--- src/hw/rtl/mwf_pkg.sv ---
package mwf_pkg;

	localparam int PIX_W      = 8;
	localparam int WIDTH_W    = 11;
	localparam int HEIGHT_W   = 12;
	localparam int CFG_DATA_W = 12;
	localparam int CFG_IDX_W  = 2;

	typedef logic [PIX_W-1:0] pix_t;

	localparam pix_t PIX_MAX = 8'hFF;

	typedef enum logic [1:0] {
		MODE_BIN_ERODE   = 2'd0,
		MODE_BIN_DILATE  = 2'd1,
		MODE_GREY_ERODE  = 2'd2,
		MODE_GREY_DILATE = 2'd3
	} op_mode_t;

	// one line store entry: two rows back, one row back
	typedef struct packed {
		pix_t upper;
		pix_t middle;
	} line_word_t;

	// per-item control that follows the window through the filter stages
	typedef struct packed {
		logic res;
		logic last;
		logic top_out;
		logic bot_out;
		logic left_out;
		logic right_out;
	} win_ctl_t;

	typedef struct packed {
		pix_t pixel;
		logic last;
	} result_t;

	localparam int OFIFO_DEPTH = 8;
	localparam int OFIFO_AW    = 3;
	localparam int OFIFO_CW    = 4;

endpackage

--- src/hw/rtl/mwf_div.sv ---
module mwf_div #(
	parameter int NW = 22,
	parameter int DW = 11
) (
	input  logic          clk,
	input  logic          arst_n,
	input  logic          start,
	input  logic [NW-1:0] dividend,
	input  logic [DW-1:0] divisor,
	output logic          busy,
	output logic          done,
	output logic [NW-1:0] quotient,
	output logic [DW-1:0] remainder
);
	import mwf_pkg::*;

	localparam int SW = $clog2(NW + 1);

	logic          run_q;
	logic          done_q;
	logic [SW-1:0] step_q;
	logic [NW-1:0] quo_q;
	logic [DW-1:0] rem_q;
	logic [DW-1:0] div_q;
	logic [DW:0]   sh;
	logic [DW:0]   diff;
	logic          ge;

	// restoring division, one quotient bit per cycle
	always_comb begin
		sh   = {rem_q, quo_q[NW-1]};
		ge   = sh >= {1'b0, div_q};
		diff = sh - {1'b0, div_q};
	end

	always_ff @(posedge clk or negedge arst_n) begin
		if (!arst_n) begin
			run_q  <= 1'b0;
			done_q <= 1'b0;
			step_q <= '0;
		end else if (start) begin
			run_q  <= 1'b1;
			done_q <= 1'b0;
			step_q <= '0;
		end else if (run_q) begin
			step_q <= step_q + SW'(1);
			if (step_q == SW'(NW - 1)) begin
				run_q  <= 1'b0;
				done_q <= 1'b1;
			end
		end else begin
			done_q <= 1'b0;
		end
	end

	always_ff @(posedge clk) begin
		if (start) begin
			quo_q <= dividend;
			rem_q <= '0;
			div_q <= divisor;
		end else if (run_q) begin
			quo_q <= {quo_q[NW-2:0], ge};
			rem_q <= ge ? diff[DW-1:0] : sh[DW-1:0];
		end
	end

	assign busy      = run_q || done_q;
	assign done      = done_q;
	assign quotient  = quo_q;
	assign remainder = rem_q;

	a_rem_below_divisor: assert property (@(posedge clk) disable iff (!arst_n)
		done_q |-> (rem_q < div_q))
		else $error("divider remainder not below divisor");

endmodule

--- config.mk ---
export PLATFORM = sky130hd
export DESIGN_NAME = mwf_div
export DESIGN_NICKNAME = d
export VERILOG_FILES = /design/src/hw/rtl/mwf_pkg.sv /design/src/hw/rtl/mwf_div.sv
export SDC_FILE = /design/constraint.sdc
export NUM_CORES = 1
export LEC_CHECK = 0
export BUFFER_PORTS_ARGS = -buffer_cell sky130_fd_sc_hd__buf_2
export CAP_MARGIN = 20
export CORE_MARGIN = 10
export CORE_UTILIZATION = 25
export CTS_BUF_LIST = sky130_fd_sc_hd__clkbuf_16
export DETAILED_ROUTE_END_ITERATION = 8
export PLACE_DENSITY = 0.44
export SYNTH_ARGS = -nofsm -noshare
export SYNTH_HDL_FRONTEND = slang
export SYNTH_SLANG_ARGS = --single-unit
--- constraint.sdc ---
create_clock -name clk -period 2.35 [get_ports clk]
set_input_delay 0.1175 -clock clk [delete_from_list [all_inputs] [get_ports clk]]
set_output_delay 0.1175 -clock clk [all_outputs]
set_load 0.05 [all_outputs]
* Word level (Yosys, flattened, before mapping)
Cells that the tools add are included.
** Storage, ports and cells
- Register bits after elaboration :: 51
- Input port bits :: 36
- Word-level logic and storage cells :: 24
** Cells by class
- Add/subtract/negate cells :: 2
- $lt $le $gt $ge :: 1
- Equal/unequal tests :: 2
- Muxes and demuxes :: 11
- Reduce and logical (&&, ||, !) cells :: 2
** Operator list (number)
- $mux 22 :: 2
- $ge 12x11->1 :: 1
- $mux 11 :: 1
- $sub 11x11->11 :: 1
- $mux 5 :: 2
- $mux 1 :: 6
- $add 5x1->5 const B :: 1
- $eq 5x5->1 const B :: 1
- $ne 3x2->1 const B :: 1
- $reduce_bool 2->1 :: 1
- $logic_or 1x1->1 :: 1

* Longest topological paths before layout
- Depth after elaboration :: 4
- Gate-level depth with buffers :: 11
- Gate-level depth less buffers :: 9

* Worst setup path before layout
No wires, ideal clock.
- Path type :: flip-flop to flip-flop
- From :: register quo_q[21], in the netlist quotient[21]
- To :: register rem_q[4], in the netlist remainder[4]
- Library setup time :: 0.091 ns
- Arrival :: 2.547 ns
- Required time :: 2.259 ns
- Setup slack :: -0.288 ns
- Stages on the path, launching flop included :: 11
- Path buffers :: 1
- Clock period less this slack :: 2.638 ns
- Path through :: edfxtp_1 inv_1 ha_1 fa_1 and2b_1 o31a_4 o21ai_2 a21o_1 buf_6 a211o_1 a311oi_1
** On the way
- Cells in the longest elaborated chain, start to end :: 2
- Elaborated cells between the ends (all ways) :: 3
- Classes of those cells :: 1 x add/sub; 1 x order compare; 1 x mux
** Ends and longest elaborated chain
- from (decl) :: RTL line mwf_div.sv:22 : logic [NW-1:0] quo_q;
- from (signal assigned) :: RTL line mwf_div.sv:58 : quo_q <= dividend;
- from (signal assigned) :: RTL line mwf_div.sv:62 : quo_q <= {quo_q[NW-2:0], ge};
- $sub 11x11->11 / $ge 12x11->1 (equally long branches) :: RTL line mwf_div.sv:33, mwf_div.sv:32
- $mux 11 (*) :: RTL line mwf_div.sv:63 : rem_q <= ge ? diff[DW-1:0] : sh[DW-1:0];
- to (signal assigned) :: RTL line mwf_div.sv:63
- to (decl) :: RTL line mwf_div.sv:23 : logic [DW-1:0] rem_q;
Every way passes the cells marked *; elsewhere a longest branch is shown, timed or not.
A chain may end at the register's enable or synchronous reset.

* Worst setup path after layout
- From :: register div_q[0]
- To :: register rem_q[4], in the netlist remainder[4]
** On the way
- Cells in the longest elaborated chain, start to end :: 2
- Elaborated cells between the ends (all ways) :: 3
- Classes of those cells :: 1 x add/sub; 1 x order compare; 1 x mux
** Ends and longest elaborated chain
- from (decl) :: RTL line mwf_div.sv:24 : logic [DW-1:0] div_q;
- from (signal assigned) :: RTL line mwf_div.sv:60 : div_q <= divisor;
- $sub 11x11->11 / $ge 12x11->1 (equally long branches) :: RTL line mwf_div.sv:33, mwf_div.sv:32
- $mux 11 (*) :: RTL line mwf_div.sv:63
Marked as above.

==> out/metrics.cfg <==
[floorplan]
dieWidth_um=122
rows=37
die_area_um2=14800
coreArea_um2=10200
ios=71
die_h_um=122
start_util=0.254

[synth]
yosys.area.top_type=edfxtp_1
yosys_most_used_dff=edfxtp_1
netlist_instances=214
ys_seq_area_frac=0.537
synth_top_area_share=0.384
synth_nets=264
synth_edf_count=33
avgSynthCellArea_um2=12.1
synth_area_leaders=edfxtp_1, mux2_2, dfxtp_1
synthDistinctLibCells=43
synthArstFlopShare=0.137
synth_area_um2=2580
yosys_warnings=0
ys_ff_latch=51

[drt]
ant_nets=0
first_pass_iters=4
num_vias=1980
wl_per_cell_um=14.8
wl_met1_um=3360
highest_layer=met4
dr_wl_met3_um=336
vias_per_cell=4.36
drtIter0Drc=77
wl_met2_um=2980
wirelength_um=6740
drc_errors=0

[critical_path]
max_stage_delay_ns=0.41
cp.arrival_ns=2.50
path_class=flop to flop
slowest_stage=edfxtp_1
path_delay_family=compound AO/OA/AOI/OAI gates
path_buf_inv=1
crit_path_end_kind=flop
setup.worst_path.start_class=flop
crit_chain=ha_4, fa_2, and2b_1, o31a_4, o21ai_2, a21o_4, buf_6, a211o_1, a311oi_1
critical_path_required_ns=2.55
path_max_fanout=7

[placed_design]
gp_congestion=0.754
placed_cells=432
numPortBuffers=70
placed_area_um2=3220
dpl_worst_slack_ns=-0.0299
dpl.hpwl_um=5280

[timing]
hold_slack_ns=0.0169
tns_ns=0
finalCritPeriodShare=0.978
setup_slack_ns=0.0519
maxSlewViolCount=0
slew_headroom=0.713
hold_viol=0
setup-violations-final=0
fin_skew_ns=0.00638
finalCriticalPeriod_ns=2.30
worst_pin_slew_ns=0.431
rsz0062_at_grt=yes
timing.fmax_mhz=435

[global_route]
antenna_found_initial=0
grt_first_pass_wirelength_um=10900
grt_remaining_overflow=0
track_usage=0.0924
grt_max_degree=23
grt_pass1_vias=2019

[layout]
multiInputGateArea_um2=1120
utilization=0.346
area_growth_pct=36.3
final_common_cell=buf_2
stdcell_count=454
most-common-layout-cells=buf_2, edfxtp_1, buf_4
final_nets=367
layout-drive-gt1-share=0.418
antenna_cells=0
design_area_um2=3520
fillers=1057
seq_area_um2=1390

[clock_network]
htree_levels=2
insertion_delay_ns=0.29
cts.reportedPaths.clkPinSlew_ns=0.07
tritoncts=done
cts_num_sinks=51
clockRootBuffer=clkbuf_16
cts_made_buffers=5
clockBufferDepth=2

[outcome]
run_status=finished, final reports clean

[pwr]
ir_worst_vdd_mv=0.290
power_leakage_nw=1.56
report.power.total_mw=2.25
p_per_area_nw_per_um2=639

[job]
maxCapViolations=0

[hold_path]
hold_class=input port to flop

-- Yosys cell counts, types with 4 or more instances --
library cell and count:
edfxtp_1 33, mux2_2 22, nor2_1 19, inv_1 17, ha_1 13, nand2_1 12
dfxtp_1 11, dfrtp_1 7, a21oi_1 6, o21ai_0 6, nand4_1 5, xnor2_1 5
xor2_1 5, a32oi_1 4, nand2b_1 4
-- state kept, by name, summed over array words and instances (netlist names) --
name / cells
quotient: 22
div_q: 11
remainder: 11
step_q: 5
done: 1
run_q: 1
-- cell families after synthesis --
group	synth area share
AND/OR/NAND/NOR	0.0882
XOR/XNOR	0.0339
AO/OA/AOI/OAI	0.128
adder cells (fa/ha/maj)	0.0707
buffers and inverters	0.0407
flip-flops	0.537
multiplexers	0.102
-- final cells by class --
class | instances | area share
well taps | 136 | 0.0483
clock buffers | 5 | 0.0355
inverters | 17 | 0.0181
flip-flops and latches | 51 | 0.394
clock inverters | 3 | 0.00569
repair buffers | 104 | 0.180
multi-input cells | 138 | 0.318
-- where the power goes --
group          switching, mW  total [mW]  internal, mW
logic                  0.292       0.467         0.175
clock network          0.326       0.721         0.395
registers             0.0338        1.06          1.03
-- routing by layer --
metal	GRT usage	up-vias
met5	0	-
met4	0.0246	0
met1	0.125	935
li1	-	997
met2	0.138	43
met3	0.0310	5
-- timing repair --
action,CTS,global route
pin swaps,3,2
gates resized for setup,4,2
setup endpoints to repair,3,6
hold buffers,10,0
setup buffers,1,3
hold endpoints to repair,16,0
-- worst paths after layout --
kind                                 start      endpoint  slack, ns  cells past startpoint
worst max-delay path              div_q[0]  remainder[4]       0.05                      9
worst min register to register        done          done       0.53                      2
min in group asynchronous           arst_n     step_q[2]       0.19                      2
worst min-delay path            divisor[4]      div_q[4]       0.02                      1
worst max register to register    div_q[0]  remainder[4]       0.05                      9
max in group asynchronous           arst_n     step_q[1]       2.00                      2
(Power assumes the default switching activity.)
