<file path="src/hw/rtl/mwf_pkg.sv">
package mwf_pkg;

	localparam int PIX_W      = 8;
	localparam int WIDTH_W    = 11;
	localparam int HEIGHT_W   = 12;
	localparam int CFG_DATA_W = 12;
	localparam int CFG_IDX_W  = 2;

	typedef logic [PIX_W-1:0] pix_t;

	localparam pix_t PIX_MAX = 8'hFF;

	typedef enum logic [1:0] {
		MODE_BIN_ERODE   = 2'd0,
		MODE_BIN_DILATE  = 2'd1,
		MODE_GREY_ERODE  = 2'd2,
		MODE_GREY_DILATE = 2'd3
	} op_mode_t;

	// one line store entry: two rows back, one row back
	typedef struct packed {
		pix_t upper;
		pix_t middle;
	} line_word_t;

	// per-item control that follows the window through the filter stages
	typedef struct packed {
		logic res;
		logic last;
		logic top_out;
		logic bot_out;
		logic left_out;
		logic right_out;
	} win_ctl_t;

	typedef struct packed {
		pix_t pixel;
		logic last;
	} result_t;

	localparam int OFIFO_DEPTH = 8;
	localparam int OFIFO_AW    = 3;
	localparam int OFIFO_CW    = 4;

endpackage

</file>
<file path="src/hw/rtl/mwf_ofifo.sv">
module mwf_ofifo (
	input  logic                               clk,
	input  logic                               arst_n,
	input  logic                               push,
	input  mwf_pkg::result_t                   push_data,
	input  logic                               pop,
	output logic                               valid,
	output mwf_pkg::result_t                   data,
	output logic [mwf_pkg::OFIFO_CW-1:0]       count
);
	import mwf_pkg::*;

	result_t              mem_q [OFIFO_DEPTH];
	logic [OFIFO_AW-1:0]  wr_ptr_q;
	logic [OFIFO_AW-1:0]  rd_ptr_q;
	logic [OFIFO_CW-1:0]  count_q;

	always_ff @(posedge clk) begin
		if (push) begin
			mem_q[wr_ptr_q] <= push_data;
		end
	end

	always_ff @(posedge clk or negedge arst_n) begin
		if (!arst_n) begin
			wr_ptr_q <= '0;
			rd_ptr_q <= '0;
			count_q  <= '0;
		end else begin
			if (push) wr_ptr_q <= wr_ptr_q + OFIFO_AW'(1);
			if (pop) rd_ptr_q <= rd_ptr_q + OFIFO_AW'(1);
			priority if (push && !pop) count_q <= count_q + OFIFO_CW'(1);
			else if (pop && !push) count_q <= count_q - OFIFO_CW'(1);
			else count_q <= count_q;
		end
	end

	assign valid = count_q != '0;
	assign data  = mem_q[rd_ptr_q];
	assign count = count_q;

	a_no_overflow: assert property (@(posedge clk) disable iff (!arst_n)
		(push && !pop) |-> (count_q < OFIFO_CW'(OFIFO_DEPTH)))
		else $error("output queue overflow");

endmodule

</file>
<file path="config.mk">
export PLATFORM = sky130hd
export DESIGN_NAME = mwf_ofifo
export DESIGN_NICKNAME = d
export VERILOG_FILES = /design/src/hw/rtl/mwf_pkg.sv /design/src/hw/rtl/mwf_ofifo.sv
export SDC_FILE = /design/constraint.sdc
export NUM_CORES = 1
export LEC_CHECK = 0
export BUFFER_PORTS_ARGS = -buffer_cell sky130_fd_sc_hd__buf_2
export CORE_UTILIZATION = 40
export CTS_CLUSTER_DIAMETER = 60
export DETAILED_ROUTE_END_ITERATION = 10
export PLACE_DENSITY = 0.59
export SYNTH_ARGS = -nofsm -noshare
export SYNTH_HDL_FRONTEND = slang
export SYNTH_SLANG_ARGS = --single-unit
</file>
<file path="constraint.sdc">
create_clock -name clk -period 1.9 [get_ports clk]
set_input_delay 0.57 -clock clk [delete_from_list [all_inputs] [get_ports clk]]
set_output_delay 0.57 -clock clk [all_outputs]
set_load 0.1 [all_outputs]
</file>
Yosys cells after proc, flatten, opt, wreduce, memory -nomap -nowiden
Memories as Yosys holds them, arrays and structs flattened.
Index checks and enable logic that the tools add are counted.

storage, ports and cells
  memory bits (writable) = 72
  logic and storage cells = 18
  output and inout bits = 14
  memories kept = 1
  bits in registers = 10

memories
  memory  words  width  read ports  clocked after Yosys merged registers in  write ports  line             source
  mem_q   8      9      1           0                                        1            mwf_ofifo.sv:13  result_t mem_q [OFIFO_DEPTH];

cells by class
  $add $sub $neg = 4
  mux-type cells = 4
  reductions and logical operators = 6

operators by type and width
  cell                                               number
  2-to-1 mux 4 bit                                   2
  adder 3 x 1 -> 3 bit (second input constant)       2
  adder 4 x 1 -> 4 bit (second input constant)       1
  nonzero test 4 bit                                 1
  subtractor 4 x 1 -> 4 bit (second input constant)  1
  logical AND 1 bit                                  2
  logical NOT 1 bit                                  2
  2-to-1 mux 1 bit                                   2
  nonzero test 2 bit                                 1

Longest topological paths before layout
  word-level depth = 4
  depth in mapped cells = 7

Least setup slack after synthesis
OpenSTA, ideal clock, no wires.

  path kind = reg-to-output
  start = register count_q[0] (netlist: count[0])
  end = output valid
  arrival = 1,871 ps
  cell stages (with the launch flop) = 2
  setup slack = -541 ps
  data required time = 1,330 ps
  path buffers = 0
  path through = dfrtp_1 or4_1

on the way
  cells in the longest elaborated chain, start to end = 1

RTL lines
  item                      line             source
  start: declaration        mwf_ofifo.sv:16  logic [OFIFO_CW-1:0] count_q;
  start signal: assignment  mwf_ofifo.sv:32  priority if (push && !pop) count_q <= count_q + OFIFO_CW'(1);
  start signal: assignment  mwf_ofifo.sv:33  else if (pop && !push) count_q <= count_q - OFIFO_CW'(1);
  start signal: assignment  mwf_ofifo.sv:34  else count_q <= count_q;
  nonzero test 4 bit        mwf_ofifo.sv:38  assign valid = count_q != '0;
  end: declaration          mwf_ofifo.sv:7   output logic valid,

Every way passes these cells.

==> impl_metrics.json <==
{
  "status": "finished with violations",
  "violations": "setup timing",
  "endpoint_kind": "output port",
  "critPathLaunch": "rd_ptr_q[0]$_DFFE_PN0P_",
  "post-synth-top-area-cell": "edfxtp_1",
  "ant_nets": 0,
  "ys_ff_latch": 82,
  "final.setup.worst_slack_ns": -0.608,
  "reg2regPathDepth": 4,
  "htreeDepth": 3,
  "via_per_inst": 5.03,
  "path_max_fanout": 6,
  "worst_pin_slew_ns": 0.484,
  "globalplace.congestion": 0.740,
  "port_buffers": 26,
  "cap_violations": 0,
  "worstReg2RegStart": "count[2]$_DFFE_PN0P_",
  "wl_mm": 6.24,
  "clkTransAtPathRegs_ns": 0.08,
  "grt_max_degree": 21,
  "synth.area.top_cells": "edfxtp_1, dfrtp_1, mux4_1",
  "fp.dieW_um": 94.0,
  "dp_hpwl_mm": 3.89,
  "min_period_ns": 2.51,
  "ioPinCount": 27,
  "dp_slack_ns": -0.403,
  "setup-violations-final": 10,
  "r2r_end": "count[3]$_DFFE_PN0P_",
  "detail_route.wl_per_cell_um": 19.1,
  "drive_above_1_share_pct": 46.4,
  "fillers": 678,
  "routed-via-count": 1645,
  "synthesis.nets": 182,
  "endpoint": "data[4]",
  "cts_sinks": 82,
  "drc": 0,
  "start_kind": "flop",
  "crit_type": "reg2out",
  "core-area_um2": 8220,
  "syn_avg_cell_area_um2": 20.7,
  "cp.arrival_ns": 1.94,
  "slew_violations": 0,
  "drt_iter0_markers": 54,
  "ys_warn_count": 0,
  "dieArea_um2": 8830,
  "ctsRootBufferMaster": "clkbuf_8",
  "track_usage_pct": 15.9,
  "seq_area_frac_synth_pct": 71.3,
  "fmax_ghz": 0.399,
  "initial_core_util_pct": 41.2,
  "antenna_found_initial": 0,
  "clockBufferDepth": 2,
  "rows": 33,
  "synthDistinctLibCells": 28,
  "hold_path_class": "in2async",
  "ff2ff_setup_slack_ns": 0.41,
  "rsz0062_at_grt": "true",
  "required_ns": 1.33,
  "fin_nets": 236,
  "area_growth_pct": 23.4,
  "synth_cells": 163,
  "cts_tree": "built",
  "yosysTopAreaCellShare_pct": 63.9,
  "period_share_pct": 132,
  "finalHoldViolations": 0,
  "grt_pass1_vias": 1828,
  "syn_area_um2": 3380,
  "antennaDiodeCount": 0,
  "cts_buffers": 9,
  "grt_first_pass_wirelength_mm": 9.52,
  "fp.dieH_um": 94.0,
  "clock_latency_ns": 0.36,
  "final.setup_skew_ns": 0.00988,
  "drt_pass1_iterations": 4,
  "slew_headroom_pct": 67.9,
  "grt_remaining_overflow": 0
}
final cells by class:
type / count / area, um2 / share of cell area [%]
Sequential cell: 82 / 2420 / 57.9
Inverter: 2 / 7.51 / 0.180
Clock buffer: 9 / 124 / 2.97
Timing Repair Buffer: 49 / 515 / 12.4
Tap cell: 105 / 131 / 3.15
Clock inverter: 7 / 76.3 / 1.83
Multi-Input combinational cell: 73 / 901 / 21.6
metal layers:
layer | track usage, % | up-vias | share of wire [%] | wire length, um
met1 | 18.3 | 843 | 43 | 2690
met3 | 4.13 | 8 | 2.2 | 140
met2 | 26.9 | 28 | 53 | 3280
li1 | - | 766 | - | -
met5 | 0 | - | 0 | 0
met4 | 8.72 | 0 | 2.1 | 133
state kept, by name, summed over array words and instances, names as in the netlist:
register / count
mem_q: 72
count: 4
rd_ptr_q: 3
wr_ptr_q: 3
cells by family after synthesis:
kind of cell	count (synthesis)	synth area share, %
buffers and inverters	8	1.70
adders and majority gates	6	2.44
xor gates and xnor gates	6	1.55
AOI/OAI and AO/OA	6	1.22
muxes	31	18.3
DFF	82	71.3
and+or+nand+nor	24	3.48
repair_timing:
action / CTS / global route
setup buffers: 2 / 1
gates resized for setup: 36 / 18
gates cloned: 1 / 0
endpoints found under the setup margin: 10 / 12
pin swaps: 1 / 0
hold buffers: 0 / 0
hold endpoints to repair: 0 / 0
synth_stat cells, drive strengths merged:
cell	number
mux4	18
nand2	6
nand3b	1
o211ai	2
clkbuf	1
nor2	6
o21ai	1
xor2	2
a21oi	2
dfrtp	10
or3	1
a2111o	1
edfxtp	72
nor3	3
or4	2
mux2i	1
ha	5
fa	1
nand3	2
nand2b	3
inv	2
buf	5
mux2	12
xnor2	4
worst min-delay path by stage:
stage / depth (start not counted) / startpoint / end / slack (ns)
final: 1 / arst_n / wr_ptr_q[2]$_DFFE_PN0P_ / 0.08
after global routing: 1 / arst_n / wr_ptr_q[2]$_DFFE_PN0P_ / 0.07
after CTS: 1 / arst_n / wr_ptr_q[0]$_DFFE_PN0P_ / 0.07
after detailed placement: 1 / arst_n / rd_ptr_q[1]$_DFFE_PN0P_ / 0.45
after global placement: 1 / arst_n / wr_ptr_q[0]$_DFFE_PN0P_ / 0.44
after floorplan: 0 / arst_n / count[0]$_DFFE_PN0P_ / 0.27
per-stage QoR:
stage | TNS, ns | util (%) | area (um2) | std cells | hold slack [ns]
6_report | -5.55 | 50.8 | 4170 | 327 | 0.0783
3_5_place_dp | -3.60 | 46.3 | 3800 | 308 | 0.454
4_1_cts | -6.31 | 50.9 | 4190 | 327 | 0.0676
2_1_floorplan | -1.82 | - | 3410 | 163 | 0.274
5_1_grt | -6.24 | 50.8 | 4170 | 327 | 0.0695
3_3_place_gp | -3.32 | 46.3 | 3800 | 308 | 0.443
cell usage in the layout (no fill, tap or decap), drive strengths merged:
| cell | synthesis | final |
|---|---|---|
| clkbuf | 1 | 11 |
| nand3 | 2 | 2 |
| mux4 | 18 | 18 |
| bufinv | 0 | 1 |
| xor2 | 2 | 2 |
| or4 | 2 | 2 |
| nand2b | 3 | 3 |
| dfrtp | 10 | 10 |
| fa | 1 | 1 |
| clkinv | 0 | 2 |
| clkinvlp | 0 | 2 |
| ha | 5 | 5 |
| or3 | 1 | 1 |
| xnor2 | 4 | 4 |
| inv | 2 | 4 |
| o21ai | 1 | 1 |
| nor2 | 6 | 6 |
| a2111o | 1 | 1 |
| buf | 5 | 47 |
| a21oi | 2 | 2 |
| mux2i | 1 | 1 |
| nand2 | 6 | 6 |
| nor3 | 3 | 3 |
| edfxtp | 72 | 72 |
| mux2 | 12 | 12 |
| o211ai | 2 | 2 |
| nand3b | 1 | 1 |
critical path, stage by stage (launching register included):
cell and delay, ns:
dfrtp_2 0.46, buf_12 0.16, mux4_2 0.50, mux2_4 0.30, buf_12 0.17
Power is left out: the tool's default activity adds up to more than one toggle a clock period on the data nets, which glitch-free logic cannot reach.
