### src/hw/rtl/mwf_pkg.sv
package mwf_pkg;

	localparam int PIX_W      = 8;
	localparam int WIDTH_W    = 11;
	localparam int HEIGHT_W   = 12;
	localparam int CFG_DATA_W = 12;
	localparam int CFG_IDX_W  = 2;

	typedef logic [PIX_W-1:0] pix_t;

	localparam pix_t PIX_MAX = 8'hFF;

	typedef enum logic [1:0] {
		MODE_BIN_ERODE   = 2'd0,
		MODE_BIN_DILATE  = 2'd1,
		MODE_GREY_ERODE  = 2'd2,
		MODE_GREY_DILATE = 2'd3
	} op_mode_t;

	// one line store entry: two rows back, one row back
	typedef struct packed {
		pix_t upper;
		pix_t middle;
	} line_word_t;

	// per-item control that follows the window through the filter stages
	typedef struct packed {
		logic res;
		logic last;
		logic top_out;
		logic bot_out;
		logic left_out;
		logic right_out;
	} win_ctl_t;

	typedef struct packed {
		pix_t pixel;
		logic last;
	} result_t;

	localparam int OFIFO_DEPTH = 8;
	localparam int OFIFO_AW    = 3;
	localparam int OFIFO_CW    = 4;

endpackage

### src/hw/rtl/mwf_filter.sv
module mwf_filter (
	input  logic              clk,
	input  logic              arst_n,
	input  logic              shift,
	input  mwf_pkg::pix_t     top_pix,
	input  mwf_pkg::pix_t     mid_pix,
	input  mwf_pkg::pix_t     new_pix,
	input  mwf_pkg::win_ctl_t ctl,
	input  mwf_pkg::op_mode_t mode,
	output logic              push,
	output mwf_pkg::result_t  push_data,
	output logic [1:0]        pend
);
	import mwf_pkg::*;

	pix_t     window_q [9];
	logic     v_s2;
	win_ctl_t ctl_s2;

	pix_t       row_min [3];
	pix_t       row_max [3];
	logic [2:0] row_z;
	logic [2:0] row_nz;
	logic       cell_on;
	pix_t       pv;

	logic       v_s3;
	pix_t       rmin_s3 [3];
	pix_t       rmax_s3 [3];
	logic [2:0] rz_s3;
	logic [2:0] rnz_s3;
	pix_t       centre_s3;
	logic       border_s3;
	logic       last_s3;

	pix_t lo;
	pix_t hi;
	pix_t val;

	// window, column 2 newest; rows are two back, one back, current
	always_ff @(posedge clk or negedge arst_n) begin
		if (!arst_n) begin
			for (int i = 0; i < 9; i++) begin
				window_q[i] <= '0;
			end
		end else if (shift) begin
			for (int r = 0; r < 3; r++) begin
				window_q[r*3]     <= window_q[r*3 + 1];
				window_q[r*3 + 1] <= window_q[r*3 + 2];
			end
			window_q[2] <= top_pix;
			window_q[5] <= mid_pix;
			window_q[8] <= new_pix;
		end
	end

	always_ff @(posedge clk or negedge arst_n) begin
		if (!arst_n) begin
			v_s2 <= 1'b0;
			v_s3 <= 1'b0;
		end else begin
			v_s2 <= shift && ctl.res;
			v_s3 <= v_s2;
		end
	end

	always_ff @(posedge clk) begin
		ctl_s2 <= ctl;
	end

	// per-row reduction over cells inside the image
	always_comb begin
		cell_on = 1'b0;
		pv      = '0;
		for (int r = 0; r < 3; r++) begin
			row_min[r] = PIX_MAX;
			row_max[r] = '0;
			row_z[r]   = 1'b0;
			row_nz[r]  = 1'b0;
			for (int c = 0; c < 3; c++) begin
				cell_on = !((r == 0) && ctl_s2.top_out) && !((r == 2) && ctl_s2.bot_out)
					&& !((c == 0) && ctl_s2.left_out) && !((c == 2) && ctl_s2.right_out);
				pv = window_q[r*3 + c];
				if (cell_on) begin
					if (pv < row_min[r]) row_min[r] = pv;
					if (pv > row_max[r]) row_max[r] = pv;
					if (!((r == 1) && (c == 1))) begin
						if (pv == '0) row_z[r] = 1'b1;
						else row_nz[r] = 1'b1;
					end
				end
			end
		end
	end

	always_ff @(posedge clk) begin
		for (int r = 0; r < 3; r++) begin
			rmin_s3[r] <= row_min[r];
			rmax_s3[r] <= row_max[r];
		end
		rz_s3     <= row_z;
		rnz_s3    <= row_nz;
		centre_s3 <= window_q[4];
		border_s3 <= ctl_s2.top_out || ctl_s2.bot_out || ctl_s2.left_out || ctl_s2.right_out;
		last_s3   <= ctl_s2.last;
	end

	always_comb begin
		lo = rmin_s3[0];
		hi = rmax_s3[0];
		for (int r = 1; r < 3; r++) begin
			if (rmin_s3[r] < lo) lo = rmin_s3[r];
			if (rmax_s3[r] > hi) hi = rmax_s3[r];
		end
		unique case (mode)
			MODE_BIN_ERODE: begin
				val = (!border_s3 && (centre_s3 != '0) && (|rz_s3)) ? '0 : centre_s3;
			end
			MODE_BIN_DILATE: begin
				val = (!border_s3 && (centre_s3 == '0) && (|rnz_s3)) ? PIX_MAX : centre_s3;
			end
			MODE_GREY_ERODE: begin
				val = lo;
			end
			MODE_GREY_DILATE: begin
				val = hi;
			end
			default: begin
				val = centre_s3;
			end
		endcase
	end

	assign push           = v_s3;
	assign push_data.pixel = val;
	assign push_data.last  = last_s3;
	assign pend           = {v_s3, v_s2};

endmodule

### config.mk
export PLATFORM = sky130hd
export DESIGN_NAME = mwf_filter
export DESIGN_NICKNAME = d
export VERILOG_FILES = /design/src/hw/rtl/mwf_pkg.sv /design/src/hw/rtl/mwf_filter.sv
export SDC_FILE = /design/constraint.sdc
export NUM_CORES = 1
export LEC_CHECK = 0
export BUFFER_PORTS_ARGS = -buffer_cell sky130_fd_sc_hd__buf_2
export CAP_MARGIN = 20
export CORE_MARGIN = 2
export CORE_UTILIZATION = 35
export CTS_CLUSTER_DIAMETER = 200
export CTS_CLUSTER_SIZE = 20
export DETAILED_ROUTE_END_ITERATION = 16
export PLACE_DENSITY_LB_ADDON = 0.08
export SYNTH_ARGS = -nofsm -noshare
export SYNTH_HDL_FRONTEND = slang
export SYNTH_SLANG_ARGS = --single-unit
### constraint.sdc
create_clock -name clk -period 5.1 [get_ports clk]
set_input_delay 1.02 -clock clk [delete_from_list [all_inputs] [get_ports clk]]
set_output_delay 1.02 -clock clk [all_outputs]
set_load 0.02 [all_outputs]
* Word-level counts from Yosys, hierarchy flattened
Memory sizes are Yosys's and may differ from the RTL's. Index checks and enable logic that the tools add are counted.
Word-level totals: word-level logic and storage cells 151, bits of input ports 35, memories 2, bits in writable memories 48, output and inout port bits 12, flip-flop bits (word level) 95
Memory list:
- rmax_s3 | words 3, bits a word 8, read ports 3, clocked after Yosys merged registers in 0, write ports 3, RTL line mwf_filter.sv:29 | pix_t rmax_s3 [3];
- rmin_s3 | words 3, bits a word 8, read ports 3, clocked after Yosys merged registers in 0, write ports 3, RTL line mwf_filter.sv:28 | pix_t rmin_s3 [3];
Operators by class: equality and inequality tests 3, mux-type cells 73, reductions and logical operators 30, $lt $le $gt $ge 22
Operators by type and width (count):
- 8-bit two-way mux | 40
- 8-bit logical NOT | 9
- 8-bit greater-than comparator | 8
- 8-bit < comparator | 8
- 1-bit two-way mux | 32
- 8-bit case mux with 4 select lines | 1
- 8-bit by 1-bit greater-than comparator with 1-bit output, second input constant | 3
- 8-bit < comparator, second input constant | 3
- 1-bit logical AND | 9
- 8-bit nonzero test | 1
- 3-bit OR reduction | 2
- 1-bit logical NOT | 5
- 2-bit == test, second input constant | 2
- 1-bit logical OR | 3
- 2-bit by 1-bit == test with 1-bit output, second input constant | 1
- 2-bit logical NOT | 1

* Longest topological paths before layout
depth in word-level cells 9, gate-level depth with buffers 20, gate-level depth less buffers 17

* Worst setup path after synthesis
OpenSTA, ideal clock, no wires.
path kind register -> register, start reg ctl_s2[1] in the netlist's numbering, end mem rmin_s3[0][16] in the netlist's numbering, period minus slack after synthesis 4688 ps, buffers on the path 3, required time 4979 ps, setup time 121 ps, cell stages (with the launch flop) 19, path slack 412 ps, arrival time 4567 ps, cells stage by stage dfxtp_1 > buf_4 > or2_2 > clkbuf_1 > nor2_1 > ha_1 > a21o_1 > a21o_1 > a211oi_4 > nor2b_1 > clkbuf_1 > a2bb2oi_1 > ha_1 > a21o_1 > a21o_1 > a2111oi_0 > o21a_1 > a31oi_4 > mux2_2
RTL lines:
- from (decl) | RTL line mwf_filter.sv:18 | win_ctl_t ctl_s2;
- from (signal assigned) | RTL line mwf_filter.sv:68 | ctl_s2 <= ctl;
- to (decl) | RTL line mwf_filter.sv:28

==> impl_metrics.toml <==
[status]
run_status = "finished, final reports clean"

[worst_setup_path]
critical-path-top-cell-by-count = "sky130_fd_sc_hd__a21oi_2"
cp_num_buf_inv = 4
startpoint_type = "register"
critPathMaxFanout = 8
timing.critical_path.required_ns = 4.08
data_arrival_at_the_endpoint_of_the_critical_path_ns = 4.00
cell_chain_of_the_critical_path = "inv_1 -> ha_1 -> nand3_2 -> o21bai_1 -> a21oi_2 -> o31ai_2 -> buf_6 -> mux2i_4 -> ha_4 -> a21o_1 -> a21oi_2 -> a32o_2 -> a211oi_1 -> buf_4 -> a221o_1 -> a21oi_2 -> o221ai_2 -> buf_4"
critical_path.slowest_cell = "sky130_fd_sc_hd__dfxtp_2"
crit_family = "compound AO/OA/AOI/OAI gates"
critical-path-max-stage-delay_ns = 0.36
path_class = "reg -> out"
endpoint_kind = "primary output"

[placement]
place.gp.congestion = 0.876
dp_hpwl_mm = 20.3
port_buffers = 46
dp.cells = 1309

[yosys]
syn_area_per_cell_um2 = 9.73
warnings_synthesis = 0
synth_fp_nets = 1098
post_synth_num_cell_types = 62
synth_cells = 943
synth_ff_type = "sky130_fd_sc_hd__dfrtp_1"
synth-edff-count = 0
seq_area_frac_synth_pct = 35.2
postSynth.asyncResetShare_pct = 51.7
mappedNetlistArea_um2 = 9180
ys_seq_elements = 143

[cells_and_area]
finish.net_count = 1162
antenna_cells = 0
final_core_utilization_pct = 42.3
instances_no_fill = 1355
syn_to_final_growth_pct = 19.4
post_route_cells_drive_above_1_share_pct = 23.9
fillCellCount = 2582

[drt]
vias = 7100
detail_route.wl_per_cell_um = 19.3
avgViaCountPerCell = 5.24
final_antenna_net_count = 0
drt_drc_violations_left = 0
drt_wl_total_mm = 26.1
drt_first_iter_violations = 386
drtPass1Iterations = 5

[global_route]
via_count_of_the_first_global_routing_pass = 7251
pin_count_of_the_biggest_net_entering_global_routing = 74
global_route.overflow_total = 0
grt_usage_pct = 19.3
antenna_found_initial = 0
global_route_wire_length_before_repair_mm = 41.6

[sta]
finalSetupViolations = 0
drv_slew = 0
slew_headroom_pct = 27.9
layout_worst_path_cycle_share_pct = 98.4
post-route-min-period_ns = 5.02
tightestPinTransition_ns = 1.08
max_freq_mhz = 199
timing.final.hold_violations = 0
timing.clock.skew_ns = 0.0141
unrepaired_setup_endpoints_after_global_routing = "true"

[clocking]
max-clock-path-buffers = 2
clock_tree.root_cell = "sky130_fd_sc_hd__clkbuf_16"
clock_latency_reported_for_the_late_side_of_the_worst_skew_pair_ns = 0.43
htreeDepth = 4
tritoncts.num_buffers = 17
clock-sinks = 143
clk_transition_reported_paths_ns = 0.07
clock_tree_from_tritoncts = "yes"
cts_hold_buffers = 0

[die]
design.core.area_um2 = 25900
fp.dieArea_um2 = 27500
fp-row-count = 59
num_io_pins = 47
die_x_um = 166
floorplan.die.height_um = 166
initial_utilization_pct = 35.4

[power_and_ir_drop]
cellLeakagePower_nw = 5.05
post-layout-total-power_w = 0.00504
power-per-cell-area_nw_per_um2 = 460
worst_ir_drop_vdd_mv = 0.253

[hold_path]
holdCritPathClass = "reg -> reg"

[run]
maxCapViolations = 0
Yosys cell counts (all sizes together), types with 3 or more instances:
| cell type | n | area share (%) |
|---|---|---|
| clkbuf | 23 | 0.94 |
| mux2 | 70 | 8.7 |
| o221ai | 8 | 0.76 |
| o211ai | 5 | 0.56 |
| nor3 | 9 | 0.49 |
| ha | 120 | 16 |
| o21a | 15 | 1.2 |
| nor4 | 17 | 1.2 |
| a211oi | 9 | 0.93 |
| dfrtp | 74 | 20 |
| nand2 | 76 | 3.1 |
| a21o | 31 | 2.5 |
| and2 | 3 | 0.20 |
| mux2i | 58 | 6.3 |
| a221oi | 7 | 0.74 |
| nand3 | 10 | 0.55 |
| o21ai | 65 | 3.6 |
| nand2b | 27 | 1.8 |
| dfxtp | 69 | 15 |
| nand4 | 16 | 1.1 |
| and4 | 3 | 0.29 |
| or2 | 3 | 0.20 |
| buf | 11 | 0.87 |
| nor2 | 47 | 1.9 |
| nor2b | 14 | 0.95 |
| a21oi | 40 | 2.2 |
| a2bb2oi | 14 | 1.3 |
| inv | 62 | 2.5 |
| and3 | 6 | 0.41 |
power by group:
group / leakage [nW] / internal, W / switching [W]
clock: 0.317 / 0.000881 / 0.000505
combinational: 3.25 / 0.00102 / 0.00107
sequential: 1.48 / 0.00132 / 0.000256
area by class of cell:
type                    instances  area (µm²)  share of cell area, %
inverters                      62         233                   2.12
multi-input cells             704        5890                   53.7
repair buffers                 79         523                   4.77
clock buffers                  18         439                   4.01
well taps                     335         419                   3.82
flip-flops and latches        143        3240                   29.6
clock inverters                14         215                   1.96
timing repair:
action,in CTS,in global routing
resized for setup,3,71
pin swaps,0,18
cloned,0,0
setup buffers,0,14
setup endpoints to repair,8,8
metal layers:
layer	global-route usage [%]	vias to the layer above	wire length (µm)
li1	-	3569	-
met1	26.9	3393	13000
met2	30.7	110	11900
met3	3.81	28	785
met4	5.10	0	513
met5	0	-	0
state kept, by name, indices dropped and copies added, names as in the netlist:
register	count
rmax_s3	24
rnz_s3	3
window_q	64
border_s3	1
push	1
last_s3	1
rz_s3	3
rmin_s3	24
pv	8
centre_s3	8
ctl_s2	5
v_s2	1
path summary, 6_finish.rpt:
| kind | from | end | slack, ns | cells past startpoint |
|---|---|---|---|---|
| max in group asynchronous | arst_n | window_q[38]$_DFFE_PN0P_ | 3.54 | 2 |
| min in group asynchronous | arst_n | window_q[21]$_DFFE_PN0P_ | 0.54 | 1 |
| min | ctl_s2[4]$_DFF_P_ | last_s3$_DFF_P_ | 0.33 | 0 |
| max reg2reg | ctl_s2[1]$_DFF_P_ | rmax_s3[0][0]$_DFF_P_ | 0.50 | 18 |
| min reg2reg | ctl_s2[4]$_DFF_P_ | last_s3$_DFF_P_ | 0.33 | 0 |
| max | rmax_s3[0][2]$_DFF_P_ | push_data[1] | 0.08 | 18 |
cells by family after synthesis:
kind of cell,after synthesis,share of synthesized area (%)
simple gates,240,13.0
compound gates,216,16.1
fa+ha+maj,120,16.4
mux,128,15.0
flops,143,35.2
buf+inv,96,4.35
through the flow:
stage | TNS, ns | area [µm²] | hold WS, ns | setup WS (ns)
2_1_floorplan | 0 | 9180 | 0.310 | 0.412
3_3_place_gp | 0 | 9820 | 0.315 | 0.381
3_5_place_dp | 0 | 9820 | 0.319 | 0.348
5_1_grt | -0.522 | 11000 | 0.346 | -0.0870
4_1_cts | 0 | 10500 | 0.333 | 0.00104
6_report | 0 | 11000 | 0.330 | 0.0833
placed cells by master (no fill, tap or decap), types with 5 or more instances in the layout:
master                        n
sky130_fd_sc_hd__a211oi_1     5
sky130_fd_sc_hd__a21o_1      31
sky130_fd_sc_hd__a21oi_1     36
sky130_fd_sc_hd__a221oi_2     7
sky130_fd_sc_hd__a2bb2oi_1   14
sky130_fd_sc_hd__and3_1       6
sky130_fd_sc_hd__buf_2       36
sky130_fd_sc_hd__buf_4       40
sky130_fd_sc_hd__bufinv_16    5
sky130_fd_sc_hd__clkbuf_16   17
sky130_fd_sc_hd__clkinv_4     5
sky130_fd_sc_hd__dfrtp_1     74
sky130_fd_sc_hd__dfxtp_1     62
sky130_fd_sc_hd__dfxtp_2      7
sky130_fd_sc_hd__ha_1       115
sky130_fd_sc_hd__ha_4         5
sky130_fd_sc_hd__inv_1       61
sky130_fd_sc_hd__mux2_2      68
sky130_fd_sc_hd__mux2i_1     44
sky130_fd_sc_hd__mux2i_2      7
sky130_fd_sc_hd__mux2i_4      7
sky130_fd_sc_hd__nand2_1     76
sky130_fd_sc_hd__nand2b_1    27
sky130_fd_sc_hd__nand3_1      7
sky130_fd_sc_hd__nand4_1     16
sky130_fd_sc_hd__nor2_1      46
sky130_fd_sc_hd__nor2b_1     13
sky130_fd_sc_hd__nor3_1       9
sky130_fd_sc_hd__nor4_1      17
sky130_fd_sc_hd__o21a_1      15
sky130_fd_sc_hd__o21ai_0     63
(Power assumes the default switching activity.)
